## src/pssw_pkg.sv

```systemverilog
// pssw_pkg: shared types, constants and byte functions of the PNG stored-stream writer.
// No dependencies; imported by pssw_front, pssw_back, the top level and the testbench.
`timescale 1ns / 1ps
`default_nettype none
package pssw_pkg;

	typedef logic [5:0] idx_t;

	// Configuration register indexes
	localparam logic REG_WIDTH  = 1'b0;
	localparam logic REG_HEIGHT = 1'b1;

	// Byte positions inside the file header burst
	localparam idx_t HDR_IHDR = 6'd12;
	localparam idx_t HDR_W    = 6'd16;
	localparam idx_t HDR_H    = 6'd20;
	localparam idx_t HDR_FIX  = 6'd24;
	localparam idx_t HDR_CRC  = 6'd29;
	localparam idx_t HDR_LEN  = 6'd33;
	localparam idx_t HDR_IDAT = 6'd37;
	localparam idx_t HDR_LAST = 6'd42;

	// Byte positions inside the trailer burst
	localparam idx_t TRL_CRC  = 6'd4;
	localparam idx_t TRL_ZERO = 6'd8;
	localparam idx_t TRL_IEND = 6'd12;
	localparam idx_t TRL_CRC2 = 6'd16;
	localparam idx_t TRL_LAST = 6'd19;

	localparam idx_t BH_LAST  = 6'd4;

	localparam logic [31:0] CRC_POLY  = 32'hEDB88320;
	localparam logic [31:0] CRC_INIT  = 32'hFFFFFFFF;
	localparam logic [16:0] ADLER_MOD = 17'd65521;

	typedef struct packed {
		logic start;      // first pixel byte of a file
		logic row_start;  // filter byte goes in front
		logic last;       // completes the image
	} item_ctl_t;

	typedef struct packed {
		logic [7:0] data;
		logic       last;
		logic       done;
	} beat_t;

	function automatic logic [31:0] crc_byte(input logic [31:0] c, input logic [7:0] b);
		logic [31:0] r;
		r = c ^ {24'd0, b};
		for (int k = 0; k < 8; k++) begin
			r = r[0] ? ((r >> 1) ^ CRC_POLY) : (r >> 1);
		end
		return r;
	endfunction

	function automatic logic [7:0] be_byte(input logic [31:0] v, input logic [1:0] s);
		logic [7:0] r;
		case (s)
			2'd0: r = v[31:24];
			2'd1: r = v[23:16];
			2'd2: r = v[15:8];
			default: r = v[7:0];
		endcase
		return r;
	endfunction

	// fixed bytes of the header burst (variable positions read as zero)
	function automatic logic [7:0] hdr_const(input idx_t i);
		logic [7:0] r;
		case (i)
			6'd0: r = 8'd137;
			6'd1: r = 8'd80;
			6'd2: r = 8'd78;
			6'd3: r = 8'd71;
			6'd4: r = 8'd13;
			6'd5: r = 8'd10;
			6'd6: r = 8'd26;
			6'd7: r = 8'd10;
			6'd11: r = 8'd13;
			6'd12: r = 8'h49;
			6'd13: r = 8'h48;
			6'd14: r = 8'h44;
			6'd15: r = 8'h52;
			6'd24: r = 8'd8;
			6'd25: r = 8'd6;
			6'd37: r = 8'h49;
			6'd38: r = 8'h44;
			6'd39: r = 8'h41;
			6'd40: r = 8'h54;
			6'd41: r = 8'h78;
			6'd42: r = 8'h01;
			default: r = 8'd0;
		endcase
		return r;
	endfunction

	function automatic logic [7:0] iend_byte(input logic [1:0] s);
		logic [7:0] r;
		case (s)
			2'd0: r = 8'h49;
			2'd1: r = 8'h45;
			2'd2: r = 8'h4E;
			default: r = 8'h44;
		endcase
		return r;
	endfunction

endpackage
`default_nettype wire

```

## src/pssw_fifo.sv

```systemverilog
// pssw_fifo: small register queue with full/empty flags.
// No dependencies; used for the item queue and the result queue.
`timescale 1ns / 1ps
`default_nettype none
module pssw_fifo #(
	parameter int W     = 8,
	parameter int DEPTH = 4
) (
	input  wire logic         clk,
	input  wire logic         arst_n,
	input  wire logic         push,
	input  wire logic [W-1:0] din,
	output logic              full,
	input  wire logic         pop,
	output logic [W-1:0]      dout,
	output logic              empty
);
	localparam int AW = (DEPTH > 1) ? $clog2(DEPTH) : 1;

	logic [W-1:0]  mem_q [DEPTH];
	logic [AW-1:0] wr_q, rd_q;
	logic [AW:0]   cnt_q;
	logic          do_push, do_pop;

	assign full    = (cnt_q == (AW+1)'(DEPTH));
	assign empty   = (cnt_q == '0);
	assign dout    = mem_q[rd_q];
	assign do_push = push && !full;
	assign do_pop  = pop && !empty;

	always_ff @(posedge clk) begin
		if (do_push) begin
			mem_q[wr_q] <= din;
		end
	end

	always_ff @(posedge clk or negedge arst_n) begin
		if (!arst_n) begin
			wr_q  <= '0;
			rd_q  <= '0;
			cnt_q <= '0;
		end else begin
			if (do_push) begin
				wr_q <= (wr_q == AW'(DEPTH-1)) ? '0 : wr_q + 1'b1;
			end
			if (do_pop) begin
				rd_q <= (rd_q == AW'(DEPTH-1)) ? '0 : rd_q + 1'b1;
			end
			if (do_push && !do_pop) begin
				cnt_q <= cnt_q + 1'b1;
			end else if (do_pop && !do_push) begin
				cnt_q <= cnt_q - 1'b1;
			end
		end
	end
endmodule
`default_nettype wire

```

## src/pssw_div.sv

```systemverilog
// pssw_div: division by a constant through a reciprocal multiply, four partial products.
// No dependencies; used by pssw_back for the stored block count.
`timescale 1ns / 1ps
`default_nettype none
module pssw_div #(
	parameter int W       = 34,
	parameter int DIVISOR = 65535
) (
	input  wire logic         clk,
	input  wire logic         arst_n,
	input  wire logic         start,
	input  wire logic [W-1:0] dividend,
	output logic              done,
	output logic [W-1:0]      quot
);
	// quot = (x * M) >> S with M = ceil(2^S / DIVISOR), exact for every x below 2^W
	localparam int L  = $clog2(DIVISOR);
	localparam int S  = W + L;
	localparam int HW = (W + 2) / 2;
	localparam int PW = 2 * HW;
	localparam logic [63:0] RECIP = ((64'd1 << S) + 64'(DIVISOR - 1)) / 64'(DIVISOR);

	logic [PW-1:0]   x_q, m, pp;
	logic [2*PW-1:0] acc_q, pp_ext;
	logic [2:0]      step_q;
	logic [1:0]      sel;
	logic [HW-1:0]   op_a, op_b;
	logic            done_q;

	assign m    = PW'(RECIP);
	assign sel  = 2'(step_q - 3'd1);
	assign op_a = sel[0] ? x_q[PW-1:HW] : x_q[HW-1:0];
	assign op_b = sel[1] ? m[PW-1:HW] : m[HW-1:0];
	assign pp   = op_a * op_b;
	assign done = done_q;
	assign quot = W'(acc_q >> S);

	always_comb begin
		pp_ext = (2*PW)'(pp);
		if (sel[0] && sel[1]) begin
			pp_ext = pp_ext << PW;
		end else if (sel[0] || sel[1]) begin
			pp_ext = pp_ext << HW;
		end
	end

	always_ff @(posedge clk) begin
		if (start) begin
			x_q   <= PW'(dividend);
			acc_q <= '0;
		end else if (step_q != '0) begin
			acc_q <= acc_q + pp_ext;
		end
	end

	always_ff @(posedge clk or negedge arst_n) begin
		if (!arst_n) begin
			step_q <= '0;
			done_q <= 1'b0;
		end else if (start) begin
			step_q <= 3'd4;
			done_q <= 1'b0;
		end else if (step_q != '0) begin
			step_q <= step_q - 1'b1;
			if (step_q == 3'd1) begin
				done_q <= 1'b1;
			end
		end
	end
endmodule
`default_nettype wire

```

## src/pssw_front.sv

```systemverilog
// pssw_front: classifies each accepted pixel byte (file start, row start, last).
// Depends on pssw_pkg.
`timescale 1ns / 1ps
`default_nettype none
module pssw_front import pssw_pkg::*; #(
	parameter int MAX_DIM = 16384,
	parameter int DIM_W   = 15
) (
	input  wire logic             clk,
	input  wire logic             arst_n,
	input  wire logic             acc,
	input  wire logic [14:0]      cfg_w,
	input  wire logic [14:0]      cfg_h,
	output item_ctl_t             ctl,
	output logic [DIM_W-1:0]      w,
	output logic [DIM_W-1:0]      h
);
	localparam int CMP_W = ((DIM_W > 15) ? DIM_W : 15) + 1;
	localparam int ROW_W = DIM_W + 2;

	function automatic logic [DIM_W-1:0] clamp(input logic [14:0] v);
		logic [DIM_W-1:0] r;
		if (v == '0) begin
			r = DIM_W'(1);
		end else if (CMP_W'(v) > CMP_W'(MAX_DIM)) begin
			r = DIM_W'(MAX_DIM);
		end else begin
			r = DIM_W'(v);
		end
		return r;
	endfunction

	logic             hdr_q;
	logic [ROW_W-1:0] rb_q, row_left_q, rb, rl_n;
	logic [DIM_W-1:0] rows_q, rows_base, rows_n;
	logic             start, row_start;

	assign w         = clamp(cfg_w);
	assign h         = clamp(cfg_h);
	assign start     = !hdr_q;
	assign rb        = start ? {w, 2'b00} : rb_q;
	assign row_start = start || (row_left_q == '0);
	assign rows_base = start ? h : rows_q;
	assign rows_n    = row_start ? rows_base - 1'b1 : rows_base;
	assign rl_n      = (row_start ? rb : row_left_q) - 1'b1;

	assign ctl.start     = start;
	assign ctl.row_start = row_start;
	assign ctl.last      = (rl_n == '0) && (rows_n == '0);

	always_ff @(posedge clk or negedge arst_n) begin
		if (!arst_n) begin
			hdr_q      <= 1'b0;
			rb_q       <= ROW_W'(4);
			row_left_q <= '0;
			rows_q     <= '0;
		end else if (acc) begin
			hdr_q      <= !ctl.last;
			rb_q       <= rb;
			row_left_q <= rl_n;
			rows_q     <= rows_n;
		end
	end
endmodule
`default_nettype wire

```

## src/pssw_back.sv

```systemverilog
// pssw_back: byte sequencer; header, block headers, raw bytes, trailer, CRC and Adler.
// Depends on pssw_pkg and pssw_div.
`timescale 1ns / 1ps
`default_nettype none
module pssw_back import pssw_pkg::*; #(
	parameter int DIM_W   = 15,
	parameter int BLK_CAP = 65535
) (
	input  wire logic             clk,
	input  wire logic             arst_n,
	input  wire logic             hd_valid,
	input  wire item_ctl_t        hd_ctl,
	input  wire logic [7:0]       hd_px,
	input  wire logic [DIM_W-1:0] hd_w,
	input  wire logic [DIM_W-1:0] hd_h,
	output logic                  hd_pop,
	input  wire logic             out_space,
	output logic                  out_push,
	output beat_t                 out_beat
);
	localparam int RAW_W = 2 * DIM_W + 2;
	localparam int DIV_W = RAW_W + 1;
	localparam int LEN_W = (DIV_W + 3 > 32) ? DIV_W + 3 : 32;

	typedef enum logic [1:0] {PH_NEXT, PH_HDR, PH_RAW, PH_TRL} phase_t;

	phase_t           phase_q, cur_phase;
	idx_t             idx_q, cur_idx;
	logic             filt_q, cur_filt;
	logic [31:0]      crc_q, crc_src, crc_nxt;
	logic [15:0]      adl_a_q, adl_b_q;
	logic [16:0]      a_sum, a_n, b_sum, b_n;
	logic [15:0]      blk_q, blk_sz;
	logic [RAW_W-1:0] raw_left_q, raw_q, raw_prod;
	logic             div_done, len_wait, go, feed, crc_rst, bfinal;
	logic [DIV_W-1:0] quot;
	logic [LEN_W-1:0] idat_len;
	logic [7:0]       raw_b, obyte;
	logic [1:0]       sel;

	pssw_div #(.W(DIV_W), .DIVISOR(BLK_CAP)) u_div (
		.clk      (clk),
		.arst_n   (arst_n),
		.start    (phase_q == PH_HDR && idx_q == 6'd1),
		.dividend (DIV_W'(raw_q) + DIV_W'(BLK_CAP - 1)),
		.done     (div_done),
		.quot     (quot)
	);

	assign raw_prod  = {hd_w, 2'b01} * hd_h;
	assign idat_len  = LEN_W'(raw_q) + LEN_W'({quot, 2'b00}) + LEN_W'(quot) + LEN_W'(6);

	assign cur_phase = (phase_q == PH_NEXT) ? (hd_ctl.start ? PH_HDR : PH_RAW) : phase_q;
	assign cur_idx   = (phase_q == PH_NEXT) ? '0 : idx_q;
	assign cur_filt  = (phase_q == PH_NEXT) ? hd_ctl.row_start : filt_q;
	assign raw_b     = cur_filt ? 8'd0 : hd_px;

	assign len_wait  = (cur_phase == PH_HDR) && (cur_idx >= HDR_LEN) &&
	                   (cur_idx < HDR_IDAT) && !div_done;
	assign go        = hd_valid && out_space && !len_wait;

	assign blk_sz = (raw_left_q < RAW_W'(BLK_CAP)) ? raw_left_q[15:0] : 16'(BLK_CAP);
	assign bfinal = (raw_left_q <= RAW_W'(BLK_CAP));

	assign a_sum = {1'b0, adl_a_q} + {9'd0, raw_b};
	assign a_n   = (a_sum >= ADLER_MOD) ? a_sum - ADLER_MOD : a_sum;
	assign b_sum = {1'b0, adl_b_q} + {1'b0, a_n[15:0]};
	assign b_n   = (b_sum >= ADLER_MOD) ? b_sum - ADLER_MOD : b_sum;

	always_comb begin
		obyte   = 8'd0;
		feed    = 1'b0;
		crc_rst = 1'b0;
		out_beat.last = 1'b0;
		out_beat.done = 1'b0;
		hd_pop  = 1'b0;
		sel     = 2'd0;
		case (cur_phase)
			PH_HDR: begin
				crc_rst = (cur_idx == HDR_IHDR) || (cur_idx == HDR_IDAT);
				feed    = ((cur_idx >= HDR_IHDR) && (cur_idx < HDR_CRC)) ||
				          (cur_idx >= HDR_IDAT);
				if (cur_idx >= HDR_W && cur_idx < HDR_H) begin
					sel   = 2'(cur_idx - HDR_W);
					obyte = be_byte(32'(hd_w), sel);
				end else if (cur_idx >= HDR_H && cur_idx < HDR_FIX) begin
					sel   = 2'(cur_idx - HDR_H);
					obyte = be_byte(32'(hd_h), sel);
				end else if (cur_idx >= HDR_CRC && cur_idx < HDR_LEN) begin
					sel   = 2'(cur_idx - HDR_CRC);
					obyte = be_byte(~crc_q, sel);
				end else if (cur_idx >= HDR_LEN && cur_idx < HDR_IDAT) begin
					sel   = 2'(cur_idx - HDR_LEN);
					obyte = be_byte(idat_len[31:0], sel);
				end else begin
					obyte = hdr_const(cur_idx);
				end
			end
			PH_RAW: begin
				feed = 1'b1;
				if (blk_q == '0) begin
					case (cur_idx[2:0])
						3'd0: obyte = {7'd0, bfinal};
						3'd1: obyte = blk_sz[7:0];
						3'd2: obyte = blk_sz[15:8];
						3'd3: obyte = ~blk_sz[7:0];
						default: obyte = ~blk_sz[15:8];
					endcase
				end else begin
					obyte = raw_b;
					if (!cur_filt && !hd_ctl.last) begin
						out_beat.last = 1'b1;
						hd_pop        = go;
					end
				end
			end
			PH_TRL: begin
				sel = cur_idx[1:0];
				if (cur_idx < TRL_CRC) begin
					feed  = 1'b1;
					obyte = be_byte({adl_b_q, adl_a_q}, sel);
				end else if (cur_idx < TRL_ZERO) begin
					obyte = be_byte(~crc_q, sel);
				end else if (cur_idx < TRL_IEND) begin
					obyte = 8'd0;
				end else if (cur_idx < TRL_CRC2) begin
					feed    = 1'b1;
					crc_rst = (cur_idx == TRL_IEND);
					obyte   = iend_byte(sel);
				end else begin
					obyte = be_byte(~crc_q, sel);
				end
				if (cur_idx == TRL_LAST) begin
					out_beat.last = 1'b1;
					out_beat.done = 1'b1;
					hd_pop        = go;
				end
			end
			default: begin
				obyte = 8'd0;
			end
		endcase
		out_beat.data = obyte;
	end

	assign crc_src       = crc_rst ? CRC_INIT : crc_q;
	assign crc_nxt       = feed ? crc_byte(crc_src, obyte) : crc_q;
	assign out_push      = go;

	always_ff @(posedge clk) begin
		if (go && cur_phase == PH_HDR && cur_idx == '0) begin
			raw_q <= raw_prod;
		end
	end

	always_ff @(posedge clk or negedge arst_n) begin
		if (!arst_n) begin
			phase_q    <= PH_NEXT;
			idx_q      <= '0;
			filt_q     <= 1'b0;
			crc_q      <= CRC_INIT;
			adl_a_q    <= 16'd1;
			adl_b_q    <= 16'd0;
			blk_q      <= '0;
			raw_left_q <= '0;
		end else if (go) begin
			crc_q <= crc_nxt;
			case (cur_phase)
				PH_HDR: begin
					if (cur_idx == HDR_LAST) begin
						phase_q    <= PH_RAW;
						idx_q      <= '0;
						filt_q     <= hd_ctl.row_start;
						raw_left_q <= raw_q;
						blk_q      <= '0;
						adl_a_q    <= 16'd1;
						adl_b_q    <= 16'd0;
					end else begin
						phase_q <= PH_HDR;
						idx_q   <= cur_idx + 1'b1;
					end
				end
				PH_RAW: begin
					if (blk_q == '0) begin
						phase_q <= PH_RAW;
						filt_q  <= cur_filt;
						if (cur_idx == BH_LAST) begin
							blk_q <= blk_sz;
							idx_q <= '0;
						end else begin
							idx_q <= cur_idx + 1'b1;
						end
					end else begin
						adl_a_q    <= a_n[15:0];
						adl_b_q    <= b_n[15:0];
						blk_q      <= blk_q - 1'b1;
						raw_left_q <= raw_left_q - 1'b1;
						idx_q      <= '0;
						filt_q     <= 1'b0;
						if (cur_filt) begin
							phase_q <= PH_RAW;
						end else begin
							phase_q <= hd_ctl.last ? PH_TRL : PH_NEXT;
						end
					end
				end
				PH_TRL: begin
					if (cur_idx == TRL_LAST) begin
						phase_q <= PH_NEXT;
						idx_q   <= '0;
					end else begin
						phase_q <= PH_TRL;
						idx_q   <= cur_idx + 1'b1;
					end
				end
				default: begin
					phase_q <= PH_NEXT;
				end
			endcase
		end
	end
endmodule
`default_nettype wire

```

## src/png_stored_stream_writer.sv

```systemverilog
// png_stored_stream_writer: top level; config registers, item queue, front, back, result queue.
// Depends on pssw_pkg, pssw_fifo, pssw_front, pssw_back (and pssw_div below it).
//
// Usage: push RGBA bytes (R G B A per pixel, raster order) with push while full is low.
// The block writes a complete PNG file (signature, IHDR, one IDAT holding a zlib stream
// of stored deflate blocks, IEND) as bytes on out_byte; take them with pop while empty
// is low. last_of_run marks the last byte caused by one input transaction, file_done
// the final byte of the file. The input that completes the image closes the file; the
// next input starts a new one with the registers as they stand then.
// Config: wr_en/wr_index/wr_data write image_width (index 0) or image_height (index 1);
// write only while the block is idle. Both reset to 1; 0 acts as 1, values above
// MAX_DIMENSION act as MAX_DIMENSION.
// Timing: the result side moves one byte per cycle while pop is high and empty is low;
// the sequencer emits one per cycle unless the item queue is empty, the result queue is
// full or the IDAT length is not ready. An input transaction causes 1 byte for a plain
// pixel byte, 2 at a row start, 5 more at a stored block boundary, 43 more at file start
// and 20 more for the image's last byte. The IDAT length uses a block count from a
// reciprocal multiply (four partial products), ready long before its bytes are due.
// A 4-entry item queue decouples the input from the sequencer, so input keeps flowing
// while the sequencer works or the receiver stalls; when the receiver stops popping,
// the result queue fills, the sequencer halts, then the item queue fills and full rises.
// Reset (arst_n low) clears all queues and control state; the next input starts a file.
`timescale 1ns / 1ps
`default_nettype none
module png_stored_stream_writer import pssw_pkg::*; #(
	parameter int MAX_DIMENSION      = 16384,
	parameter int STORED_BLOCK_LIMIT = 65535
) (
	input  wire logic        clk,
	input  wire logic        arst_n,
	input  wire logic        push,
	output logic             full,
	input  wire logic [7:0]  pixel_byte,
	output logic             empty,
	input  wire logic        pop,
	output logic [7:0]       out_byte,
	output logic             last_of_run,
	output logic             file_done,
	input  wire logic        wr_en,
	input  wire logic        wr_index,
	input  wire logic [14:0] wr_data
);
	localparam int DIM_W   = $clog2(MAX_DIMENSION + 1);
	localparam int BLK_CAP = (STORED_BLOCK_LIMIT < 2) ? 2 : STORED_BLOCK_LIMIT;
	localparam int CTL_W   = $bits(item_ctl_t);
	localparam int QW      = CTL_W + 8 + 2 * DIM_W;
	localparam int BW      = $bits(beat_t);

	logic [14:0]      width_q, height_q;
	logic             acc;
	item_ctl_t        f_ctl, hd_ctl;
	logic [DIM_W-1:0] f_w, f_h, hd_w, hd_h;
	logic [QW-1:0]    q_din, q_dout;
	logic             q_empty, hd_pop;
	logic [7:0]       hd_px;
	logic             out_full, out_push;
	beat_t            beat, out_head;

	// configuration registers
	always_ff @(posedge clk or negedge arst_n) begin
		if (!arst_n) begin
			width_q  <= 15'd1;
			height_q <= 15'd1;
		end else if (wr_en) begin
			if (wr_index == REG_WIDTH) begin
				width_q <= wr_data;
			end
			if (wr_index == REG_HEIGHT) begin
				height_q <= wr_data;
			end
		end
	end

	assign acc = push && !full;

	pssw_front #(.MAX_DIM(MAX_DIMENSION), .DIM_W(DIM_W)) u_front (
		.clk    (clk),
		.arst_n (arst_n),
		.acc    (acc),
		.cfg_w  (width_q),
		.cfg_h  (height_q),
		.ctl    (f_ctl),
		.w      (f_w),
		.h      (f_h)
	);

	assign q_din = {f_ctl, pixel_byte, f_w, f_h};

	// item queue between front and back
	pssw_fifo #(.W(QW), .DEPTH(4)) u_item_q (
		.clk    (clk),
		.arst_n (arst_n),
		.push   (acc),
		.din    (q_din),
		.full   (full),
		.pop    (hd_pop),
		.dout   (q_dout),
		.empty  (q_empty)
	);

	assign {hd_ctl, hd_px, hd_w, hd_h} = q_dout;

	pssw_back #(.DIM_W(DIM_W), .BLK_CAP(BLK_CAP)) u_back (
		.clk       (clk),
		.arst_n    (arst_n),
		.hd_valid  (!q_empty),
		.hd_ctl    (hd_ctl),
		.hd_px     (hd_px),
		.hd_w      (hd_w),
		.hd_h      (hd_h),
		.hd_pop    (hd_pop),
		.out_space (!out_full),
		.out_push  (out_push),
		.out_beat  (beat)
	);

	// result queue: lets the sequencer run while the receiver stalls
	pssw_fifo #(.W(BW), .DEPTH(4)) u_out_q (
		.clk    (clk),
		.arst_n (arst_n),
		.push   (out_push),
		.din    (beat),
		.full   (out_full),
		.pop    (pop),
		.dout   (out_head),
		.empty  (empty)
	);

	assign out_byte    = out_head.data;
	assign last_of_run = out_head.last;
	assign file_done   = out_head.done;

	a_no_push_full: assert property (@(posedge clk) disable iff (!arst_n)
		out_push |-> !out_full) else $error("result pushed into full queue");

	a_no_pop_empty: assert property (@(posedge clk) disable iff (!arst_n)
		hd_pop |-> !q_empty) else $error("item popped from empty queue");

	a_done_is_last: assert property (@(posedge clk) disable iff (!arst_n)
		(!empty && file_done) |-> last_of_run) else $error("file end not run end");

	a_pop_marks_last: assert property (@(posedge clk) disable iff (!arst_n)
		hd_pop |-> (out_push && beat.last)) else $error("item retired without run end");
endmodule
`default_nettype wire

```

## config.mk

```make
export PLATFORM = sky130hd
export DESIGN_NAME = png_stored_stream_writer
export DESIGN_NICKNAME = d
export VERILOG_FILES = /design/src/pssw_pkg.sv /design/src/pssw_fifo.sv /design/src/pssw_div.sv /design/src/pssw_front.sv /design/src/pssw_back.sv /design/src/png_stored_stream_writer.sv
export SDC_FILE = /design/constraint.sdc
export NUM_CORES = 2
export LEC_CHECK = 0
export ABC_AREA = 1
export BUFFER_PORTS_ARGS = -buffer_cell sky130_fd_sc_hd__buf_4
export CORE_MARGIN = 2
export CORE_UTILIZATION = 50
export DETAILED_ROUTE_END_ITERATION = 12
export GPL_TIMING_DRIVEN = 0
export PLACE_DENSITY = 0.71
export SLEW_MARGIN = 0
export SYNTH_ARGS = -nofsm -noshare
export SYNTH_HDL_FRONTEND = slang
export SYNTH_HIERARCHICAL = 1
export SYNTH_SLANG_ARGS = --single-unit
```

## constraint.sdc

```tcl
create_clock -name clk -period 15.5 [get_ports clk]
set_input_delay 3.1 -clock clk [delete_from_list [all_inputs] [get_ports clk]]
set_output_delay 3.1 -clock clk [all_outputs]
set_load 0.005 [all_outputs]
```

Word-level counts from Yosys, hierarchy flattened --
Memories as Yosys holds them, arrays and structs flattened. Index checks and enable logic that the tools add are counted.
Storage, ports and cells: bits of input ports 29, register bits after elaboration 352, bits in writable memories 204, bits in read-only memories 512, memories kept 3, logic and storage cells 309, output and inout port bits 12
Memory list:
- (name not given) | depth 64, width 8, read ports 1, clocked after Yosys merged registers in 0, write ports 0, line pssw_pkg.sv:71 | case (i)
- u_item_q.mem_q | depth 4, width 41, read ports 1, clocked after Yosys merged registers in 0, write ports 1, line pssw_fifo.sv:20 | logic [W-1:0] mem_q [DEPTH];
- u_out_q.mem_q | depth 4, width 10, read ports 1, clocked after Yosys merged registers in 0, write ports 1, line pssw_fifo.sv:20
Cells by class: multipliers 2, magnitude comparators 21, equality and inequality tests 33, mux-type cells 109, reductions and logical operators 76, bitwise logic cells 13, add/sub/neg operators 27
Operator list (count):
- two-way mux 32 bit | 11
- two-way mux 16 bit | 9
- case mux 8 bit (3 select lines) | 5
- inverter 13 -> 14 bit | 8
- case mux 16 bit (2 select lines) | 3
- two-way mux 15 bit | 6
- two-way mux 8 bit | 10
- adder 68 bit | 1
- two-way mux 17 bit | 4
- two-way mux 68 bit | 1
- case mux 32 bit (2 select lines) | 1
- two-way mux 51 bit | 1
- zero test 15 bit | 3
- >= comparator 17 x 16 -> 1 bit, second input constant | 2
- zero test 17 bit | 2
- multiplier 17 x 17 -> 34 bit | 1
- adder 32 x 16 -> 33 bit, second input constant | 1
- adder 32 x 19 -> 32 bit | 1
- adder 32 x 21 -> 32 bit | 1
- adder 32 x 3 -> 32 bit, second input constant | 1
- <= comparator 32 x 16 -> 1 bit, second input constant | 1
- < comparator 32 x 16 -> 1 bit, second input constant | 1
- multiplier 17 x 15 -> 32 bit | 1
- inverter 32 bit | 1
- 59 further kinds | 205

Depth between registers and ports, before layout --
depth in word-level cells 27, depth in mapped cells 51, mapped depth without buffers 50

By module --
Netlist, hierarchy kept.
Modules (own cells, without submodules):
- pssw_back | area an instance 24825.1 um^2, seq. area each 4030.1 um^2, cells an instance 3639, times used 1
- pssw_div | area an instance 11651.2 um^2, seq. area each 2452.4 um^2, cells an instance 1906, times used 1
- pssw_fifo (u_item_q) | area an instance 7500.9 um^2, seq. area each 5099.9 um^2, cells an instance 539, times used 1
- pssw_front | area an instance 4127.7 um^2, seq. area each 1252.5 um^2, cells an instance 686, times used 1
- pssw_fifo (u_out_q) | area an instance 2074.5 um^2, seq. area each 1376.3 um^2, cells an instance 177, times used 1
- png_stored_stream_writer | area an instance 1208.7 um^2, seq. area each 753.2 um^2, cells an instance 135, times used 1

Worst setup path after synthesis --
Ideal clock, no wire load.
path kind flip-flop to flip-flop, start register u_item_q.rd_q[1], end register u_back.raw_q[28], data pin, data arrival time 6523 ps, required time 15236 ps, stages on the path, launching flop included 31, clock period less this slack 6786 ps, buffers on the path 4, setup time 264 ps, slack 8714 ps, path through dfrtp_1 -> buf_2 -> inv_2 -> buf_2 -> o211ai_1 -> nand2_1 -> clkbuf_1 -> clkbuf_1 -> nand2_1 -> fa_1 -> fa_1 -> inv_1 -> fa_1 -> inv_1 -> fa_1 -> inv_1 -> fa_1 -> fa_1 -> ha_1 -> nand2_1 -> nor2_1 -> a211oi_1 -> o221ai_1 -> a21oi_1 -> o21ai_0 -> inv_1 -> o21ai_0 -> nand3_1 -> nand2_1 -> a31oi_1 -> xor2_1
On the way: longest elaborated chain between the ends 2
Ends and longest elaborated chain:
- start: declaration | line pssw_fifo.sv:21 | logic [AW-1:0] wr_q, rd_q;
- start signal: assignment | line pssw_fifo.sv:47 | rd_q <= (rd_q == AW'(DEPTH-1)) ? '0 : rd_q + 1'b1;
- memory (4 x 41 bit)
- named net q_dout[11] | line png_stored_stream_writer.sv:53 | logic [QW-1:0] q_din, q_dout;
- multiplier 17 x 15 -> 32 bit | line pssw_back.sv:50 | assign raw_prod = {hd_w, 2'b01} * hd_h;
- named net u_back.raw_prod[28] | line pssw_back.sv:34 | logic [RAW_W-1:0] raw_left_q, raw_q, raw_prod;
- end signal: assignment | line pssw_back.sv:152 | raw_q <= raw_prod;
- end: declaration | line pssw_back.sv:34
The timed path passes the listed nets, and every way through them passes these cells. A chain may end at the register's enable or synchronous reset.

Worst setup path after layout --
Ends and elaborated chain as after synthesis.

==> flow_summary.toml <==
[final_layout]
insertedDiodeCount = 0
nets = 7818
area_growth_pct = 9.14
drive_above_1_share = 0.0799
final_area_um2 = 56100

[sta]
fin_worst_skew_ps = 46.9
setup_viol = 0
worstMarginPinSlew_ps = 1130
slew_headroom = 0.246
grt_setup_unrepaired = "no"
min_period_over_period = 0.552
fmax_ghz = 0.117
report.final.slew_viol_count = 0
period_minus_slack_ps = 8550
tns_ps = 0
hold_violations = 0

[synthesis]
synth.avg_cell_area_um2 = 7.26
synth_warnings = 6
synthCells = 7081
syn-cell-area_um2 = 51400

[critical_path]
required_ps = 15890
max_stage_delay_ps = 590
cp_top_family = "adder cells"
worstSetupPathType = "register to register"
worstPathBufferInverterCount = 9
start_kind = "register"
crit_path_end_kind = "register"
crit_fanout = 10
arrival_ps = 8940
slowest_stage = "clkbuf_1"

[clocking]
cts_hold_buf = 0
clkSinkCount = 556
h-tree-depth = 3
clkLatencyLatePin_ps = 660
tritoncts = "done"
cts.clk_slew.worst_paths_ps = 60
numCtsBuffers = 70
cts.repair.resized = 0
root_buffer = "clkbuf_16"
clk_path_buf_depth = 3
cts_setup_buffers = 0

[status]
outcome = "finished, final reports clean"

[grt]
antenna_found_initial = 2
grt_max_degree = 100
grt_pass1_wl_um = 258000
grt_use_total = 0.312
grt-ovfl-total = 0
grt_pass1_vias = 45740

[place]
io_buffers = 39
gp_congestion = 1.02
hpwlAfterDp_um = 133000
place_area_um2 = 53700

[floorplanning]
start_util = 0.504
die_area_um2 = 105000
die_w_um = 325
rows = 117
fp.dieH_um = 325
io_pins = 41
coreArea_um2 = 102000

[drt]
drt_iter0_drc = 4854
ant_nets = 0
vias = 47933
drc = 0
finalWirelength_um = 167000
routed_via_density = 5.55
avgRoutedWirePerCell_um = 19.4
firstDrtPassIters = 11

[hold_path]
min_path_type = "register to register"

[run]
cap_violations = 0
## cell type report
| class | count | area, µm² |
|---|---|---|
| fillers | 9865 | 45800 |
| multi-input cells | 5147 | 30800 |
| flip-flops and latches | 556 | 15000 |
| inverters | 1136 | 4270 |
| clock buffers | 87 | 1870 |
| well taps | 1368 | 1710 |
| plain buffers | 254 | 1470 |
| repair buffers | 53 | 522 |
| clock inverters | 43 | 509 |
## worst paths after layout
kind	from	endpoint	slack (ps)	depth (start not counted)
setup reg to reg	u_item_q/rd_q[1]	u_back/raw_q[28]	6950	31
hold / removal	u_back/u_div/acc_q[10]	u_back/u_div/acc_q[10]	460	2
min in group asynchronous	arst_n	u_back/u_div/step_q[0]	2390	1
max in group asynchronous	arst_n	u_front/row_left_q[16]	11730	3
hold reg to reg	u_back/u_div/acc_q[10]	u_back/u_div/acc_q[10]	460	2
setup / recovery	u_item_q/rd_q[1]	u_back/raw_q[28]	6950	31
## per-layer routing
layer / vias to the layer above / wire, µm / global-route usage
met5: - / 0 / 0
met4: 0 / 6940 / 0.129
met3: 350 / 15700 / 0.0595
met2: 2142 / 73900 / 0.487
met1: 22528 / 70800 / 0.424
li1: 22913 / - / -
## cells in the final DEF, fill, tap and decap left out, types with 20 or more instances in the layout
master	instances
inv_2	26
dfxtp_1	68
nand3b_1	20
clkbuf_1	140
dfrtp_1	183
o21bai_1	23
nor2_1	619
nor2_2	22
edfxtp_1	269
dfstp_2	36
nand3_1	430
nand2_2	75
xnor2_1	51
o211ai_1	57
buf_2	48
inv_1	1102
nor3_1	52
o21ai_1	35
a31oi_1	32
or2_2	22
clkbuf_16	72
ha_1	354
fa_1	217
o22ai_1	52
o221ai_1	24
buf_4	90
xor2_1	142
nand4_1	66
a21oi_1	270
o211ai_2	61
o21ai_0	308
nand2_1	2057
## tightest hold or removal path: cells and delay by family (launching register included)
family | cells | cell delay (ps)
flip-flops | 1 | 310
AND/OR/NAND/NOR | 2 | 100
## state kept, by name (all words and copies together), names as in the netlist, 2 cells and up
name	cells
u_back/idx_q	6
u_back/u_div/step_q	3
u_item_q/cnt_q	3
u_back/phase_q	2
u_item_q/rd_q	2
u_out_q/mem_q	40
u_back/u_div/acc_q	68
u_back/crc_q	32
u_back/raw_q	32
u_item_q/wr_q	2
width_q	15
u_item_q/mem_q	164
u_back/adl_b_q	16
u_back/raw_left_q	32
u_out_q/cnt_q	3
u_back/adl_a_q	16
u_out_q/wr_q	2
u_back/u_div/x_q	33
u_out_q/rd_q	2
height_q	15
u_front/rows_q	15
u_front/row_left_q	17
u_back/blk_q	16
u_front/rb_q	17
## metrics by stage
stage / util / hold WS (ps) / worst slack, ps / cells
final: 0.550 / 457 / 6950 / 8644
after global routing: 0.550 / 477 / 6200 / 8644
after CTS: 0.550 / 460 / 7090 / 8644
after detailed placement: 0.527 / 450 / 7160 / 8514
after global placement: 0.524 / 445 / 6560 / 8500
after floorplan: - / 433 / 8710 / 7093
Power is not shown: default switching activity piles up to over one toggle a cycle in this logic, so the estimate is an artifact.
